File: config.mk
export PLATFORM = sky130hd
export DESIGN_NAME = request_arg_list_parser
export DESIGN_NICKNAME = d
export VERILOG_FILES = /design/src/rtl/rapl_pkg.sv /design/src/rtl/request_arg_list_parser.sv
export SDC_FILE = /design/constraint.sdc
export NUM_CORES = 1
export LEC_CHECK = 0
export CAP_MARGIN = 0
export CORE_MARGIN = 4
export CORE_UTILIZATION = 57
export DETAILED_ROUTE_END_ITERATION = 7
export DONT_BUFFER_PORTS = 1
export PLACE_DENSITY = 0.75
export SYNTH_ARGS = -nofsm -noshare
export SYNTH_HDL_FRONTEND = slang
export SYNTH_SLANG_ARGS = --single-unit
export TNS_END_PERCENT = 5
File: constraint.sdc
create_clock -name clk -period 3.5 [get_ports clk]
set_input_delay 0.35 -clock clk [delete_from_list [all_inputs] [get_ports clk]]
set_output_delay 0.35 -clock clk [all_outputs]
set_load 0.01 [all_outputs]
File: src/rtl/rapl_pkg.sv
// Package for the request argument list parser: phase and status codes, limits.
`timescale 1ns / 1ps

package rapl_pkg;

  // Default upper bound on the announced argument count
  localparam int unsigned ARG_LIMIT_DEF = 16;

  // Width of each length-prefix field in bytes is fixed at four
  localparam int unsigned FIELD_BYTES = 4;

  // Parser phase
  typedef enum logic [1:0] {
    PH_COUNT = 2'd0,
    PH_LEN   = 2'd1,
    PH_DATA  = 2'd2,
    PH_DONE  = 2'd3
  } phase_t;

  // Frame status reported on the final byte
  typedef enum logic [1:0] {
    ST_OK        = 2'd0,
    ST_BAD_COUNT = 2'd1,
    ST_TRUNC     = 2'd2,
    ST_TRAIL     = 2'd3
  } status_t;

endpackage

File: src/rtl/request_arg_list_parser.sv
// Top level of the length-prefixed request argument list parser.
//
// Usage: the input channel (in_valid / in_ready) carries one payload byte per
// transfer with in_frame_last on the final byte of a payload. The payload is a
// 4-byte big-endian argument count (1 to ARG_LIMIT), then per argument a
// 4-byte big-endian length and that many data bytes. Every input transfer
// yields exactly one result transfer on the out_ channel: data bytes tagged
// with their argument index, an end mark with the argument length, and on the
// final byte frame_done with the status and the announced count.
// The result is valid in the cycle after the input transfer. Throughput is
// one byte per cycle unless stalled; the per-byte update is a byte shift, a
// length down-counter and a small argument counter, all resolved in the cycle
// of the transfer. The result sits in a single output register; in_ready stays
// high while that register is empty or is being drained in the same cycle, so
// a stalled receiver holds off the input after one result is pending.
// Synchronous reset returns the parser to reading the argument count and
// empties the output register; the final byte of each payload does the same
// for the parser state.
`timescale 1ns / 1ps

module request_arg_list_parser #(
  parameter int unsigned ARG_LIMIT = rapl_pkg::ARG_LIMIT_DEF
) (
  input  logic        clk,
  input  logic        rst_n,
  // input channel
  input  logic        in_valid,
  output logic        in_ready,
  input  logic [7:0]  in_payload_byte,
  input  logic        in_frame_last,
  // result channel
  output logic        out_valid,
  input  logic        out_ready,
  output logic        out_data_valid,
  output logic [7:0]  out_arg_byte,
  output logic [3:0]  out_arg_index,
  output logic        out_arg_end,
  output logic [31:0] out_arg_length,
  output logic        out_frame_done,
  output logic [1:0]  out_frame_status,
  output logic [4:0]  out_arg_count
);

  // Counter width holds 0..ARG_LIMIT
  localparam int unsigned CW = $clog2(ARG_LIMIT + 1);
  localparam int unsigned SW = (rapl_pkg::FIELD_BYTES - 1) * 8;
  localparam int unsigned PW = $clog2(rapl_pkg::FIELD_BYTES);

  // Parser state
  rapl_pkg::phase_t  phase_r,   phase_stp,   phase_nxt;
  rapl_pkg::status_t err_r,     err_stp,     err_nxt;
  logic [PW-1:0]     pos_r,     pos_stp,     pos_nxt;
  logic [SW-1:0]     shift_r,   shift_stp,   shift_nxt;
  logic [CW-1:0]     ann_r,     ann_stp,     ann_nxt;
  logic [CW-1:0]     cur_r,     cur_stp,     cur_nxt;
  logic [31:0]       left_r,    left_stp,    left_nxt;
  logic [31:0]       len_r,     len_stp,     len_nxt;

  // Output register
  logic        out_valid_r;
  logic        dv_r,  dv_nxt;
  logic [7:0]  ab_r,  ab_nxt;
  logic [3:0]  ai_r,  ai_nxt;
  logic        ae_r,  ae_nxt;
  logic [31:0] al_r,  al_nxt;
  logic        fd_r,  fd_nxt;
  logic [1:0]  fs_r,  fs_nxt;
  logic [4:0]  ac_r,  ac_nxt;

  logic          in_xfer;
  logic          fld_done;
  logic [31:0]   fld_val;
  logic          cnt_bad;
  logic [CW:0]   cur_inc;
  logic          arg_last;
  logic          parsing;
  logic [CW+3:0] cur_ext;
  logic [CW+4:0] ann_ext;

  assign in_ready = !out_valid_r || out_ready;
  assign in_xfer  = in_valid && in_ready;

  // Field assembly and shared decodes
  assign fld_done = (pos_r == PW'(rapl_pkg::FIELD_BYTES - 1));
  assign fld_val  = {shift_r, in_payload_byte};
  assign cnt_bad  = (fld_val == 32'd0) || (fld_val > 32'(ARG_LIMIT));
  assign cur_inc  = {1'b0, cur_r} + (CW + 1)'(1);
  assign arg_last = (cur_inc >= {1'b0, ann_r});
  assign parsing  = (err_r == rapl_pkg::ST_OK);
  assign cur_ext  = {4'd0, cur_r};

  // Next state for one byte, before the end-of-frame return to reset
  always_comb begin
    phase_stp = phase_r;
    err_stp   = err_r;
    pos_stp   = pos_r;
    shift_stp = shift_r;
    ann_stp   = ann_r;
    cur_stp   = cur_r;
    left_stp  = left_r;
    len_stp   = len_r;
    if (parsing) begin
      unique case (phase_r)
        rapl_pkg::PH_COUNT: begin
          pos_stp   = pos_r + PW'(1);
          shift_stp = fld_val[SW-1:0];
          if (fld_done) begin
            if (cnt_bad) begin
              err_stp = rapl_pkg::ST_BAD_COUNT;
            end else begin
              ann_stp   = fld_val[CW-1:0];
              cur_stp   = '0;
              phase_stp = rapl_pkg::PH_LEN;
            end
          end
        end
        rapl_pkg::PH_LEN: begin
          pos_stp   = pos_r + PW'(1);
          shift_stp = fld_val[SW-1:0];
          if (fld_done) begin
            len_stp = fld_val;
            if (fld_val == 32'd0) begin
              cur_stp   = cur_inc[CW-1:0];
              phase_stp = arg_last ? rapl_pkg::PH_DONE : rapl_pkg::PH_LEN;
            end else begin
              left_stp  = fld_val;
              phase_stp = rapl_pkg::PH_DATA;
            end
          end
        end
        rapl_pkg::PH_DATA: begin
          left_stp = left_r - 32'd1;
          if (left_r == 32'd1) begin
            cur_stp   = cur_inc[CW-1:0];
            phase_stp = arg_last ? rapl_pkg::PH_DONE : rapl_pkg::PH_LEN;
          end
        end
        rapl_pkg::PH_DONE: begin
          err_stp = rapl_pkg::ST_TRAIL;
        end
        default: begin
          err_stp = err_r;
        end
      endcase
    end
  end

  // Final byte returns the parser to its reset state
  always_comb begin
    if (in_frame_last) begin
      phase_nxt = rapl_pkg::PH_COUNT;
      err_nxt   = rapl_pkg::ST_OK;
      pos_nxt   = '0;
      shift_nxt = '0;
      ann_nxt   = '0;
      cur_nxt   = '0;
      left_nxt  = '0;
      len_nxt   = '0;
    end else begin
      phase_nxt = phase_stp;
      err_nxt   = err_stp;
      pos_nxt   = pos_stp;
      shift_nxt = shift_stp;
      ann_nxt   = ann_stp;
      cur_nxt   = cur_stp;
      left_nxt  = left_stp;
      len_nxt   = len_stp;
    end
  end

  // Result fields for this byte
  assign ann_ext = {5'd0, ann_stp};
  always_comb begin
    dv_nxt = 1'b0;
    ab_nxt = 8'd0;
    ai_nxt = 4'd0;
    ae_nxt = 1'b0;
    al_nxt = 32'd0;
    fd_nxt = 1'b0;
    fs_nxt = rapl_pkg::ST_OK;
    ac_nxt = 5'd0;
    if (parsing && (phase_r == rapl_pkg::PH_DATA)) begin
      dv_nxt = 1'b1;
      ab_nxt = in_payload_byte;
      ai_nxt = cur_ext[3:0];
      if (left_r == 32'd1) begin
        ae_nxt = 1'b1;
        al_nxt = len_r;
      end
    end else if (parsing && (phase_r == rapl_pkg::PH_LEN) && fld_done &&
                 (fld_val == 32'd0)) begin
      ai_nxt = cur_ext[3:0];
      ae_nxt = 1'b1;
    end
    if (in_frame_last) begin
      fd_nxt = 1'b1;
      ac_nxt = ann_ext[4:0];
      if (err_stp != rapl_pkg::ST_OK) begin
        fs_nxt = err_stp;
      end else if (phase_stp != rapl_pkg::PH_DONE) begin
        fs_nxt = rapl_pkg::ST_TRUNC;
      end else begin
        fs_nxt = rapl_pkg::ST_OK;
      end
    end
  end

  // Parser state registers
  always_ff @(posedge clk) begin
    if (!rst_n) begin
      phase_r <= rapl_pkg::PH_COUNT;
      err_r   <= rapl_pkg::ST_OK;
      pos_r   <= '0;
      shift_r <= '0;
      ann_r   <= '0;
      cur_r   <= '0;
      left_r  <= '0;
      len_r   <= '0;
    end else if (in_xfer) begin
      phase_r <= phase_nxt;
      err_r   <= err_nxt;
      pos_r   <= pos_nxt;
      shift_r <= shift_nxt;
      ann_r   <= ann_nxt;
      cur_r   <= cur_nxt;
      left_r  <= left_nxt;
      len_r   <= len_nxt;
    end
  end

  // Output valid
  always_ff @(posedge clk) begin
    if (!rst_n) begin
      out_valid_r <= 1'b0;
    end else if (in_xfer) begin
      out_valid_r <= 1'b1;
    end else if (out_ready) begin
      out_valid_r <= 1'b0;
    end
  end

  // Output payload, loaded on each input transfer
  always_ff @(posedge clk) begin
    if (in_xfer) begin
      dv_r <= dv_nxt;
      ab_r <= ab_nxt;
      ai_r <= ai_nxt;
      ae_r <= ae_nxt;
      al_r <= al_nxt;
      fd_r <= fd_nxt;
      fs_r <= fs_nxt;
      ac_r <= ac_nxt;
    end
  end

  assign out_valid        = out_valid_r;
  assign out_data_valid   = dv_r;
  assign out_arg_byte     = ab_r;
  assign out_arg_index    = ai_r;
  assign out_arg_end      = ae_r;
  assign out_arg_length   = al_r;
  assign out_frame_done   = fd_r;
  assign out_frame_status = fs_r;
  assign out_arg_count    = ac_r;

endmodule

### After elaboration in Yosys (flattened, before gate mapping)

Index checks and enable logic that the tools add are counted.

* register bits after elaboration: 159
* input bits: 13
* output and inout port bits: 56
* logic and storage cells: 112

* $add $sub $neg: 3
* order comparisons: 2
* eq/ne operators: 12
* muxes and demuxes: 53
* reductions and logical operators: 25

Operators with widths (number)
* 32-bit two-way mux: 8
* 24-bit two-way mux: 3
* 32-bit one-hot mux with 2 select lines: 1
* 5-bit two-way mux: 12
* 2-bit two-way mux: 17
* 32-bit by 1-bit equality test with 1-bit output (second input constant): 1
* 32-bit by 5-bit greater-than comparator with 1-bit output (second input constant): 1
* 32-bit zero test: 1
* 32-bit by 1-bit subtractor with 32-bit output (second input constant): 1
* 3-bit != test (second input constant): 6
* 5-bit one-hot mux with 3 select lines: 1
* 2-bit nonzero test: 6
* 4-bit two-way mux: 2
* 8-bit AND reduction: 1
* 1-bit two-way mux: 7
* 5-bit by 1-bit adder with 6-bit output (second input constant): 1
* 2-bit equality test (second input constant): 3
* 6-bit by 5-bit >= comparator with 1-bit output: 1
* 2-bit one-hot mux with 3 select lines: 1
* 1-bit logical AND: 5
* 5-bit AND reduction: 1
* 2-bit zero test: 2
* 2-bit one-hot mux with 2 select lines: 1
* 4-bit AND reduction: 1
* 10 further kinds: 11

### Depth between registers and ports, before layout

Gate-level depths: netlist of run 1.

* depth in word-level cells: 10
* depth in mapped cells: 10
* depth with buffers taken out: 8

### Least setup slack after synthesis of run 1

Ideal clock, no wire load.

* path kind: input -> register
* start point: input out_ready
* end point: register pos_r[0]
* setup time: 128 ps
* data arrival time: 3601 ps
* required time: 3372 ps
* slack: -229 ps
* stages on the path: 9
* path buffers: 3
* cells stage by stage: nand2b_1 nand2_1 buf_2 inv_1 clkbuf_1 o21ai_1 clkbuf_1 a21oi_1 nor2_1

* longest elaborated chain between the ends: 3

Ends and longest elaborated chain
* start, declared: RTL line request_arg_list_parser.sv:33 `input logic out_ready,`
* 1-bit logical OR: RTL line request_arg_list_parser.sv:80 `assign in_ready = !out_valid_r || out_ready;`
* 1-bit logical AND: RTL line request_arg_list_parser.sv:81 `assign in_xfer = in_valid && in_ready;`
* net in_xfer: RTL line request_arg_list_parser.sv:70 `logic in_xfer;`
* 3-bit AND reduction (no source line)
* end signal, assigned: RTL line request_arg_list_parser.sv:222 `pos_r <= pos_nxt;`
* end, declared: RTL line request_arg_list_parser.sv:52 `logic [PW-1:0] pos_r, pos_stp, pos_nxt;`

The timed path passes the listed nets, and every way through them passes these cells.
A chain may end at the register's enable or synchronous reset.

### Worst setup path after layout of run 1

* start point: register shift_r[8]
* end point: register left_r[15]

* longest elaborated chain between the ends: 3

Ends and longest elaborated chain
* start, declared: RTL line request_arg_list_parser.sv:53 `logic [SW-1:0] shift_r, shift_stp, shift_nxt;`
* start signal, assigned: RTL line request_arg_list_parser.sv:223 `shift_r <= shift_nxt;`
* 32-bit zero test: RTL line request_arg_list_parser.sv:122 `if (fld_val == 32'd0) begin`
* 3-bit != test (no source line)
* 5-bit AND reduction (no source line)
* end signal, assigned: RTL line request_arg_list_parser.sv:226 `left_r <= left_nxt;`
* end, declared: RTL line request_arg_list_parser.sv:56 `logic [31:0] left_r, left_stp, left_nxt;`

Every way passes these cells.

==> run metrics, run 1 <==
outcome=complete, no violations; first-pass GRT wire length=31.0 mm; Post-route DRC=0; diode count=0; top_reg_cell synth=dfxtp_1; Synth area leader=dfxtp_1; Final Skew=between 0.01 and 0.015 ns; layout cell share with drive strength beyond 1=under 10%; router iterations before antenna repair=5; Crit path max-delay family=simple AND/OR/NAND/NOR gates; Area Growth Syn to Fin=8.94%; core area=around 13000 sq um; Clock Root Buffer=clkbuf_16; DIE AREA=15000 sq um; Worst-Margin Slew=1.27 ns; Pwr Total=between 3 and 4 mW; RSZ-0062 raised after global routing=no; gpl congestion=0.962; syn_area_per_cell=roughly 9 sq um; Worst Path Buf+Inv=2; GRT Util Overall=26.5%; Max-slew headroom=~15%; crit-path max FO=19; most used cell, CP=buf_4; setup bufs post-CTS=0; Final Critical Period=2.73 ns; share of flip-flops with an asynchronous set or reset=0%; Cells after Synth=843; clock tree buffer depth=2; total CTS buffers=17; Vias=roughly 6300; max-slew violations=0; Routed WL=just under 20 mm; Detail Route Antenna Nets=0; final setup TNS=0 ns; warnings from Yosys=0; final setup violation count=0; largest net degree at the start of global routing=60; DPL Wire Length=approximately 13 mm; Starting Density=58.9%; Mapped Area=between 7000 and 8000 sq um; Final #Nets=between 800 and 900; vias in the first global route=approximately 5800; Setup crit end kind=flop; Clk Latency, worst-skew pair=approximately 0.44 ns; critical path depth=8; Peak Freq=between 300 and 400 MHz; Cells on Worst Hold Path=2; synth unique cells=between 60 and 70; IO buf count=0; Pleak=between 2 and 3 nW; Tcrit/Tclk final=~78%; global route overflow=0; clock slew at reported path FFs=roughly 0.060 ns; CP Class=flop to flop; row count=between 40 and 50; post-synth top area share=28.1%; reg2reg path depth=8; critical path data required time=3.80 ns; VDD IR max=0.000361 V; Slowest cell on crit path=nand2_1; max_cap viols=0; EDFF count, synth=54; # IOs=69; initial detailed-routing violation count=between 700 and 800; Seq/Total Area, Yosys=roughly 50%; post-synthesis register bit count=about 160; initial antenna violation count=0; CTS Sinks=about 160; DIE WIDTH=123 microns; final hold violation count=0; Die Y=about 120 microns; startpoint type of the worst setup path=flop; routed len/inst=19.2 microns; H-tree Lvls=4; max incr delay on CP=around 0.48 ns; synth top area cells=dfxtp_1, edfxtp_1, a21oi_1, nand2_1, and3_1; Power Dens Cells=about 480 nW/um^2; CTS tree=done; Worst Path Arrival=approximately 3 ns; worst hold path type=input pin to flop; routed vias/inst=6.28; crit-path cells=nor4_1, nand4_1, o21ai_1, a21boi_0, buf_4, nand2_1, buf_4, o21ai_0; syn nets=between 800 and 900
## worst reg2reg max path, stage by stage, from the launching register on
cell      delay (ns)
dfxtp_1         0.33
nor4_1          0.34
nand4_1         0.35
o21ai_1         0.42
a21boi_0        0.16
buf_4           0.18
nand2_1         0.48
buf_4           0.24
o21ai_0         0.09
## layout by cell type (no fill, tap or decap), drive strengths merged, types with 3 or more instances in the layout
cell type,instances
nor4,23
or3,4
or2,3
o211ai,18
o21ai,37
o21a,3
nand2,131
nand2b,4
a21oi,106
nand3,28
clkbuf,19
dfxtp,105
o22ai,5
ha,13
and3,51
a22oi,5
nor3b,4
edfxtp,54
nor2,42
clkinv,5
mux2i,9
xor2,3
inv,33
nor2b,31
o31ai,3
nor3,30
a32oi,5
buf,12
and2,6
xnor2,3
nand4,5
## cell type report
type / count / area [sq um]
Clock buffer: 19 / 443
Inverter: 27 / 101
Tap cell: 172 / 215
Timing Repair Buffer: 13 / 100
Clock inverter: 13 / 121
Sequential cell: 159 / 3720
Multi-Input combinational cell: 601 / 3460
Fill cell: 1079 / 4560
## cells in the mapped netlist, drive strengths merged, types with 3 or more instances
cell type / number
nand2: 131
a21oi: 106
dfxtp: 105
edfxtp: 54
and3: 51
clkbuf: 48
nor2: 42
o21ai: 37
nor2b: 31
nor3: 30
nand3: 28
inv: 26
nor4: 23
o211ai: 18
ha: 13
mux2i: 9
buf: 8
and2: 6
a22oi: 5
a32oi: 5
nand4: 5
o22ai: 5
nand2b: 4
nor3b: 4
or3: 4
o21a: 3
o31ai: 3
or2: 3
xnor2: 3
xor2: 3
## metal layers
layer | part of all wire [%] | global-route usage, % | vias to the layer above
met5 | 0 | 0 | -
met3 | 8.3 | 7.14 | 55
met4 | 2.8 | 9.66 | 0
li1 | - | - | 2970
met1 | 45 | 36.2 | 2954
met2 | 44 | 40.6 | 328
## sequential cells by signal, indices dropped and copies added, names as in the netlist, 2 cells and up
register,flops
ann_r,5
cur_r,5
err_r,2
left_r,32
len_r,32
out_arg_byte,8
out_arg_count,5
out_arg_index,4
out_arg_length,32
out_frame_status,2
phase_r,2
pos_r,2
shift_r,24
## per-stage QoR
step | instances | cell area (sq um) | util (%) | hold slack, ns | worst slack (ns)
final | 1004 | 8160 | 64.1 | 0.0562 | 0.772
after global routing | 1004 | 8160 | 64.1 | 0.0488 | 0.507
after CTS | 1003 | 8150 | 64.1 | 0.00164 | 0.795
after detailed placement | 971 | 7590 | 59.6 | 0.443 | 0.830
after global placement | 971 | 7590 | 59.6 | 0.438 | 0.900
after floorplan | 843 | 7490 | - | 0.427 | 0.847
## timing repair
action / CTS / global route
hold endpoints to repair: 0 / 1
hold buffers: 0 / 1
resized for setup: 0 / 0
## logic make-up (layout without fill, tap and decap cells)
logic type | count (synthesis) | in the layout | synth area share, %
buffers and inverters | 83 | 72 | 4.28
XOR/XNOR | 6 | 6 | 0.702
AND/OR/NAND/NOR | 364 | 364 | 25.0
multiplexers | 10 | 10 | 1.35
adder cells (fa/ha/maj) | 13 | 13 | 2.17
flip-flops | 159 | 159 | 49.7
AO/OA/AOI/OAI | 208 | 208 | 16.8
## power by group
group	leakage, nW	switching (mW)	internal (mW)	total, mW
clock	0.271	0.808	0.952	1.76
sequential	1.39	0.0349	1.95	1.98
combinational	1.32	0.130	0.0405	0.170
total	2.98	0.973	2.94	3.91
## path summary, 6_finish.rpt
kind	startpoint	to	slack, ns
max	shift_r[8]$_SDFFE_PN0P_	left_r[15]$_SDFFE_PN0P_	0.77
min	in_valid	out_valid$_SDFFE_PN0P_	0.06
max reg2reg	shift_r[8]$_SDFFE_PN0P_	left_r[15]$_SDFFE_PN0P_	0.77
min reg2reg	len_r[18]$_SDFFE_PN0P_	len_r[18]$_SDFFE_PN0P_	0.45
Power figures use the tool's default switching activity.
==> run 2, diff against run 1 <==
--- a/config.mk
+++ b/config.mk
@@ -5,6 +5,7 @@
 export SDC_FILE = /design/constraint.sdc
 export NUM_CORES = 1
 export LEC_CHECK = 0
+export ABC_AREA = 1
 export CAP_MARGIN = 0
 export CORE_MARGIN = 4
 export CORE_UTILIZATION = 57
==> constraint.sdc (replaced) <==
create_clock -name clk -period 2.5 [get_ports clk]
set_input_delay 0.25 -clock clk [delete_from_list [all_inputs] [get_ports clk]]
set_output_delay 0.25 -clock clk [all_outputs]
set_load 0.01 [all_outputs]
==> run 2 against run 1 <==
Against the previous run: critical path depth increased by 7; total power increased by 53%; final cell count increased by 16%; routed wire length is 3.1% lower; largest cell class unchanged; via count grew 1.1%; maximum frequency is 20% higher; cell area increased by 1.7%; first-iteration DRC count shrank 23%; non-clock buffer count shrank 1; clock skew down 0.0019 ns.
==> run metrics, run 2 <==
VDD IR max=0.000489 V (+36%); Worst-Margin Slew=0.871 ns (-0.398 ns); Seq/Total Area, Yosys=49.1% (-0.65 points); most numerous cell in the Yosys netlist=nor2_1; Worst Path Buf+Inv=1 (-1); Slowest cell on crit path=dfxtp_1; r2r setup slk=0.23 ns (-0.54 ns); Crit path max-delay family=simple AND/OR/NAND/NOR gates; Starting Density=59.2% (+0.30 points); worst hold path type=input pin to flop; clock tree buffer depth=2 (unchanged); DIE WIDTH=123 microns (+0.61%); row count=41 (unchanged); H-tree Lvls=4 (unchanged); Post-route DRC=0 (unchanged); cell count after placement=1129 (+16%); hold path start=in_frame_last; most frequent cells in the layout=nor2_1, nand2_1, inv_1; Clk network pwr share=41.7% (-3.3 points); Commonest cells post-synth=nor2_1, nand2_1, inv_1; Seq pwr share=48.4% (-2.2 points); final setup violation count=0 (unchanged); Layout Utilization=64.7% (+0.60 points); worst r2r src=cur_r[0]$_SDFFE_PN0P_; post-synthesis register bit count=159 (unchanged); area of the multi-input gates=3210 sq um (-7.1%); Pleak=3.30 nW (+11%); post-synth top area share=27.7% (-0.37 points); # IOs=69 (unchanged); largest net degree at the start of global routing=55 (-8.3%); gpl congestion=0.927 (-3.7%); syn nets=1017 (+17%); Max-slew headroom=41.9% (+26 points); Hold Path End=pos_r[0]$_SDFFE_PN0P_; max_cap viols=0 (unchanged); final setup TNS=0 ns (unchanged); FF/Latch Area=3720 sq um (unchanged); IO buf count=0 (unchanged); pre-CTS setup slack=0.332 ns (-0.498 ns); switching share of power=26.9% (+2.1 points); clock slew at reported path FFs=0.06 ns (about the same); DPL Wire Length=12.8 mm (-3.0%); RR Endpoint=out_frame_status[1]$_SDFFCE_PN0P_; setup bufs post-CTS=0 (unchanged); crit-path max FO=5 (-14); Worst Path Arrival=2.55 ns (-0.48 ns); final worst slack=0.234 ns (-0.538 ns); Cells after Synth=991 (+18%); Psw=1.61 mW (+65%); initial detailed-routing violation count=575 (-23%); Clock Root Buffer=clkbuf_16; total CTS buffers=17 (unchanged); top_reg_cell synth=dfxtp_1; Power Dens Cells=719 nW/um^2 (+50%); Peak Freq=441 MHz (+20%); max-slew violations=0 (unchanged); layout cell share with drive strength beyond 1=6.16% (-2.0 points); CP Class=flop to flop; GRT Util Overall=25.7% (-0.79 points); Final #Nets=1004 (+19%); router iterations before antenna repair=7 (+2); syn_area_per_cell=7.66 sq um (-14%); max incr delay on CP=0.40 ns (-0.08 ns); Tcrit/Tclk final=90.7% (+13 points); synth unique cells=43 (-30%); fill count=1104 (+2.3%); Gate power share=9.9% (+5.5 points); non-filler cells, final=1163 (+16%); synth top area cells=dfxtp_1, edfxtp_1, nor2_1, nand2_1, a21oi_1; share of flip-flops with an asynchronous set or reset=0% (unchanged); final hold violation count=0 (unchanged); warnings from Yosys=0 (unchanged); core area=12800 sq um (+0.81%); first-pass GRT wire length=30.3 mm (-2.1%); most common cell after layout, fill and taps aside=nor2_1; initial antenna violation count=0 (unchanged); reg2reg path depth=15 (+7); routed vias/inst=5.48 (-13%); Area Growth Syn to Fin=9.40%; Die Y=123 microns (+0.61%); CTS Sinks=159 (unchanged); Synth area leader=dfxtp_1; diode count=0 (unchanged); Detail Route Antenna Nets=0 (unchanged); startpoint type of the worst setup path=flop; vias in the first global route=5895 (+1.2%); global route overflow=0 (unchanged); crit-path cells=ha_1, nand3_1, xnor2_1, ha_1, inv_1, nor2_1, nor2_1, nand2_1, nor2_1, nand2_1, nand2_1, nand2_1, nand3_1, nand2_1, a21oi_1; critical path data required time=2.79 ns (-1.01 ns); Final Critical Period=2.27 ns (-0.462 ns); Clk Latency, worst-skew pair=0.43 ns (about the same); Cells on Worst Hold Path=2 (unchanged); Mapped Area=7590 sq um (+1.3%); Final Skew=0.00890 ns (-0.00185 ns); most used cell, CP=nand2_1; Int Pwr=4.36 mW (+48%); RSZ-0062 raised after global routing=no; Setup crit end kind=flop; DIE AREA=15200 sq um (+1.2%); CTS tree=done; EDFF count, synth=54 (unchanged); Routed WL=18.7 mm (-3.1%); outcome=complete, no violations; Vias=6376 (+1.1%); routed len/inst=16.1 microns (-16%); Worst Hold Slack=0.0363 ns (-0.0199 ns)
run 2: changes by cell type in the layout (fill, tap and decap cells not counted), sizes merged, moves of 21 or more:
cell	previous run	this run
nor4	23	2
nor3	30	7
nor2b	31	0
nor2	42	211
o21ai	37	83
nand2	131	157
and3	51	0
inv	33	127
run 2: metal layers:
metal  up-vias  global-route usage [%]  routed length [microns]
li1       3194                       -                        -
met1      2892                    36.7                     8720
met2       259                    38.6                     8320
met3        31                    5.63                     1290
met4         0                    9.00                      393
met5         -                       0                        0
run 2: cell families after synthesis:
kind of cell               synth area share, %
xor gates and xnor gates                  1.50
and+or+nand+nor                           22.1
DFF                                       49.1
buffers and inverters                     8.62
AOI/OAI and AO/OA                         16.6
adders and majority gates                 2.14
run 2: metrics by stage:
| stage | power [mW] | cell area (sq um) |
|---|---|---|
| floorplan | 3.37 | 7590 |
| global placement | 3.50 | 7710 |
| detailed placement | 3.51 | 7710 |
| CTS | 5.97 | 8300 |
| global route | 6.20 | 8300 |
| finish | 5.97 | 8300 |
run 2: final cells by class:
| type | instances | share of cell area, % |
|---|---|---|
| Sequential cell | 159 | 44.8 |
| Multi-Input combinational cell | 665 | 38.7 |
| Inverter | 123 | 5.56 |
| Clock buffer | 18 | 5.17 |
| Tap cell | 172 | 2.59 |
| Clock inverter | 14 | 1.58 |
| Timing Repair Buffer | 12 | 1.57 |
run 2: worst max path at each step:
stage,depth (start not counted),endpoint,slack [ns],from
2_1_floorplan,4,out_arg_byte[0]$_SDFFCE_PN0P_,0.22,out_valid$_SDFFE_PN0P_
3_3_place_gp,15,out_frame_status[1]$_SDFFCE_PN0P_,0.39,cur_r[0]$_SDFFE_PN0P_
3_5_place_dp,15,out_frame_status[1]$_SDFFCE_PN0P_,0.33,cur_r[0]$_SDFFE_PN0P_
4_1_cts,15,out_frame_status[1]$_SDFFCE_PN0P_,0.30,cur_r[0]$_SDFFE_PN0P_
5_1_grt,15,out_frame_status[1]$_SDFFCE_PN0P_,0.0006,cur_r[0]$_SDFFE_PN0P_
6_report,15,out_frame_status[1]$_SDFFCE_PN0P_,0.23,cur_r[0]$_SDFFE_PN0P_
run 2: worst reg2reg max path, stage by stage (launching register included):
cell and delay, ns:
dfxtp_1 0.40, ha_1 0.21, nand3_1 0.10, xnor2_1 0.22, ha_1 0.26, inv_1 0.07, nor2_1 0.04, nor2_1 0.09
nand2_1 0.05, nor2_1 0.20, nand2_1 0.09, nand2_1 0.08, nand2_1 0.07, nand3_1 0.07, nand2_1 0.05, a21oi_1 0.11
run 2: repair_timing:
| action | in CTS | in global routing |
|---|---|---|
| hold endpoints to repair | 50 | 0 |
| gates resized for setup | 0 | 0 |
| hold buffers | 2 | 0 |
run 2: power groups by stage:
stage          Sequential (mW)  Clock, mW  Combinational, mW
2_1_floorplan             2.91          0              0.455
3_3_place_gp              2.94          0              0.559
3_5_place_dp              2.94          0              0.566
4_1_cts                   2.89       2.50              0.586
5_1_grt                   2.90       2.63              0.674
6_report                  2.89       2.49              0.591
